$ cat src/rtl/qfc_pkg.sv
// ----------------------------------------------------------------------------
// qfc_pkg
// Shared types and constants for the Q7 full convolution core.
// ----------------------------------------------------------------------------
`default_nettype none

package qfc_pkg;

  // Opcodes carried in the input beat.
  localparam logic OP_SIGNAL = 1'b0;
  localparam logic OP_TAP    = 1'b1;

  // Q7 scaling and output saturation limits.
  localparam int Q_SHIFT = 7;
  localparam int SAT_MAX = 127;
  localparam int SAT_MIN = -128;

  typedef struct packed {
    logic              opcode;
    logic signed [7:0] sample;
    logic              last;
  } in_t;

  typedef struct packed {
    logic signed [7:0] value;
    logic              final_res;
  } out_t;

  // Controls broadcast from the sequencer to every cell of the chain.
  typedef struct packed {
    logic              shift;
    logic              clear;
    logic signed [7:0] tap_data;
  } cell_ctl_t;

endpackage

`default_nettype wire

$ cat src/rtl/qfc_cell.sv
// ----------------------------------------------------------------------------
// qfc_cell
// One cell of the convolution chain: a kernel tap, a history sample and one
// stage of the running product sum.
// ----------------------------------------------------------------------------
`default_nettype none

module qfc_cell import qfc_pkg::*; #(
  parameter int ACC_W = 22
) (
  input  wire logic                    clk,
  input  wire logic                    rst_n,
  input  wire cell_ctl_t               ctl,
  input  wire logic                    tap_we,
  input  wire logic                    tap_en,
  input  wire logic signed [7:0]       hist_in,
  output logic signed [7:0]            hist_out,
  input  wire logic                    tok_in,
  input  wire logic signed [ACC_W-1:0] psum_in,
  output logic                         tok_out,
  output logic signed [ACC_W-1:0]      psum_out
);

  logic signed [7:0]       tap_r;
  logic signed [7:0]       hist_r;
  logic                    tok_r;
  logic signed [ACC_W-1:0] psum_r;
  logic signed [15:0]      prod;
  logic signed [ACC_W-1:0] psum_nxt;

  assign prod     = tap_r * hist_r;
  assign psum_nxt = psum_in + (tap_en ? ACC_W'(prod) : '0);

  always_ff @(posedge clk) begin
    if (!rst_n) begin
      tap_r  <= '0;
      hist_r <= '0;
      tok_r  <= 1'b0;
    end else begin
      tok_r <= tok_in;
      if (tap_we) begin
        tap_r <= ctl.tap_data;
      end
      if (ctl.clear) begin
        hist_r <= '0;
      end else if (ctl.shift) begin
        hist_r <= hist_in;
      end
    end
  end

  // The partial sum is pure payload; the token says when it is meaningful.
  always_ff @(posedge clk) begin
    psum_r <= psum_nxt;
  end

  assign hist_out = hist_r;
  assign tok_out  = tok_r;
  assign psum_out = psum_r;

endmodule

`default_nettype wire
$ cat config.mk
export PLATFORM = sky130hd
export DESIGN_NAME = qfc_cell
export DESIGN_NICKNAME = d
export VERILOG_FILES = /design/src/rtl/qfc_pkg.sv /design/src/rtl/qfc_cell.sv
export SDC_FILE = /design/constraint.sdc
export NUM_CORES = 1
export LEC_CHECK = 0
export ABC_AREA = 0
export BUFFER_PORTS_ARGS = -buffer_cell sky130_fd_sc_hd__buf_2
export CAP_MARGIN = 20
export CORE_UTILIZATION = 45
export DETAILED_ROUTE_END_ITERATION = 10
export PLACE_DENSITY = 0.66
export SYNTH_ARGS = -nofsm -noshare
export SYNTH_HDL_FRONTEND = slang
export SYNTH_SLANG_ARGS = --single-unit
$ cat constraint.sdc
create_clock -name clk -period 8.9 [get_ports clk]
set_clock_uncertainty 0.2 [all_clocks]
set_input_delay 2.67 -clock clk [delete_from_list [all_inputs] [get_ports clk]]
set_output_delay 2.67 -clock clk [all_outputs]
set_load 0.05 [all_outputs]
==> qor.txt <==
Slew Viols, Final: 0
Clk pin slew, worst setup/hold paths: 0.10 ns
WP data required: 8.93 ns
initial antenna violation count: 0
status: finished clean
number of buffers created by CTS: 5
# resized after CTS: 0
type of origin of the critical path: flip-flop
Mapped Area: 4662 um2
HPWL after DPL: 7666 um
# clock sinks: 39
first-pass GRT wire length: 16080 um
post-route ant nets: 0
Initial Utilization: 47.05%
setup violators final: 0
Final Cycle Share: 74.97%
n_diodes: 0
die height: 103.8 um
synth-to-layout area growth: 13.04%
crit path time final: 6.672 ns
vias in the first global route: 3602
pre-CTS setup slack: 2.260 ns
Root Driver: clkbuf_8
layout filler cell count: 933
crit-path cells: and2_1 -> fa_1 -> inv_1 -> fa_1 -> inv_1 -> fa_1 -> inv_1 -> fa_1 -> inv_1 -> ha_1 -> nand3_1 -> nor2_1 -> a21o_1 -> o41ai_2 -> xnor2_1 -> and2_1 -> ha_1 -> and3_1 -> a21boi_0 -> o221ai_1 -> o31ai_1 -> or3_1 -> o211ai_1 -> xnor2_1
Slowest cell on crit path: fa_1
commonest non-fill, non-tap cell in the layout: inv_1
Max Freq: 149.9 MHz
TritonRoute pass-1 iters: 4
syn_area_per_cell: 8.829 um2
Avg WL per Cell: 12.41 um
CP endpoint kind: flip-flop
max_slew headroom: 57.72%
register area share after synthesis: 16.75%
EDFF count, synth: 0
Hold Path Class: flip-flop to flip-flop
pin count of the biggest net entering global routing: 17
CP delay by family, top: adder cells
WP buf/inv: 4
crit path kind: flip-flop to flip-flop
Power Dens Cells: 100.2 nW/um2
leading cell types in the layout, fill and taps excluded: inv_1 (100), buf_2 (75), fa_1 (56)
setup bufs post-CTS: 0
crit path max fanout: 10
CTS tree: built
via/cell ratio: 4.890
Worst Path Arrival: 6.70 ns
Yosys Warn Count: 0
htree depth: 2
Power, Total: 0.0005279 W
Iteration-0 DRC Markers: 94
Ports: 76
final wirelength: 9145 um
post-synth net total: 679
Max stage delay on crit path: 0.65 ns
Peak supply drop: 0.05037 mV
maximum root-to-sink buffer count: 2
global placer's final weighted congestion: 0.8100
Max-cap violations: 0
Least-Margin Pin Slew: 0.6288 ns
setup tns final: 0 ns
Synth cell types: 38
global route overflow: 0
Die X: 103.8 um
num rows: 36
Primary FF master, synth: dfxtp_1
die area: 10770 um2
CTS Hold Bufs: 0
FFs w/ async S/R, synth: 0%
layout cells sized above 1: 14.24%
Overall Global Routing Usage: 17.99%
PnR worst setup slack: 2.228 ns
Cells after Synth: 528
number of remaining DRC errors: 0
clk_lat worst skew: 0.31 ns
leakage power: 2.779 nW
I/O Buffers: 75
core area: 9910 um2
routed vias: 3604
RSZ-0062 raised after global routing: false
Hold Fails Final Rpt: 0
register bit count reported by yosys: 39
# nets final: 754
## sequential cells by signal, indices dropped and copies added (netlist names)
name      flops
hist_out      8
psum_out     22
tap_r         8
tok_out       1
## kinds of logic (layout without fill, tap and decap cells)
logic type	after synthesis	in the layout	share of synthesized area (%)
DFF	39	39	16.75
buffers and inverters	107	183	8.615
adders and majority gates	106	106	37.47
AOI/OAI and AO/OA	81	81	11.35
muxes	16	16	3.435
and+or+nand+nor	148	148	16.56
xor gates and xnor gates	31	31	5.824
## cell usage after synthesis, types with 9 or more instances
| master | instances | area share [%] |
|---|---|---|
| a21o_1 | 9 | 1.4 |
| a21oi_1 | 20 | 2.1 |
| and2_1 | 52 | 7.0 |
| dfxtp_1 | 39 | 17 |
| fa_1 | 56 | 24 |
| ha_1 | 50 | 13 |
| inv_1 | 100 | 8.1 |
| mux2i_1 | 16 | 3.4 |
| nand2_1 | 28 | 2.3 |
| nand2b_1 | 9 | 1.2 |
| nor2_1 | 29 | 2.3 |
| nor2b_1 | 10 | 1.3 |
| o21ai_0 | 20 | 2.1 |
| xnor2_1 | 22 | 4.1 |
| xor2_1 | 9 | 1.7 |
## layout make-up
| type | instances | area (um2) | area share (%) |
|---|---|---|---|
| multi-input combinational | 382 | 3480 | 66.03 |
| sequential | 39 | 780.7 | 14.81 |
| timing repair buffer | 75 | 375.4 | 7.123 |
| inverter | 100 | 375.4 | 7.123 |
| tap | 133 | 166.4 | 3.158 |
| clock buffer | 5 | 68.82 | 1.306 |
| clock inverter | 3 | 23.77 | 0.4511 |
## path summary, 6_finish.rpt
kind / startpoint / endpoint / slack (ns) / cells after the start
setup / recovery: hist_out[3]$_SDFFE_PP0P_ / psum_out[21]$_DFF_P_ / 2.23 / 24
hold / removal: hist_out[7]$_SDFFE_PP0P_ / hist_out[7]$_SDFFE_PP0P_ / 0.43 / 2
setup reg to reg: hist_out[3]$_SDFFE_PP0P_ / psum_out[21]$_DFF_P_ / 2.23 / 24
hold reg to reg: hist_out[7]$_SDFFE_PP0P_ / hist_out[7]$_SDFFE_PP0P_ / 0.43 / 2
## where the power goes
group          switching, W  internal, W
logic              0.000127    0.0000652
clock network     0.0000758    0.0000562
registers         0.0000108     0.000193
total              0.000213     0.000314
## worst reg2reg max path, stage by stage (launching register included)
cell and delay (ns):
dfxtp_1 0.40, and2_1 0.24, fa_1 0.65, inv_1 0.13, fa_1 0.54, inv_1 0.06, fa_1 0.54, inv_1 0.06
fa_1 0.54, inv_1 0.05, ha_1 0.35, nand3_1 0.13, nor2_1 0.05, a21o_1 0.20, o41ai_2 0.31, xnor2_1 0.15
and2_1 0.31, ha_1 0.36, and3_1 0.25, a21boi_0 0.14, o221ai_1 0.22, o31ai_1 0.14, or3_1 0.33, o211ai_1 0.12
xnor2_1 0.14
## stage by stage
stage	util (%)	instance area, um2	instances	hold slack [ns]
6_report	53.18	5270	737	0.4318
5_1_grt	53.18	5270	737	0.4865
4_1_cts	53.18	5270	737	0.4415
3_5_place_dp	52.25	5177	729	0.4277
3_3_place_gp	52.25	5177	729	0.4009
2_1_floorplan	-	4662	528	0.3458
## routing by layer
layer	vias to the layer above	part of all wire (%)	GRT usage, %	wire length [um]
li1	1833	-	-	-
met1	1673	49	24.70	4482
met2	85	46	30.58	4221
met3	13	3.4	2.077	315
met4	0	1.4	3.673	125
met5	-	0	0	0
Note: power is estimated with default switching activity, not from simulation.
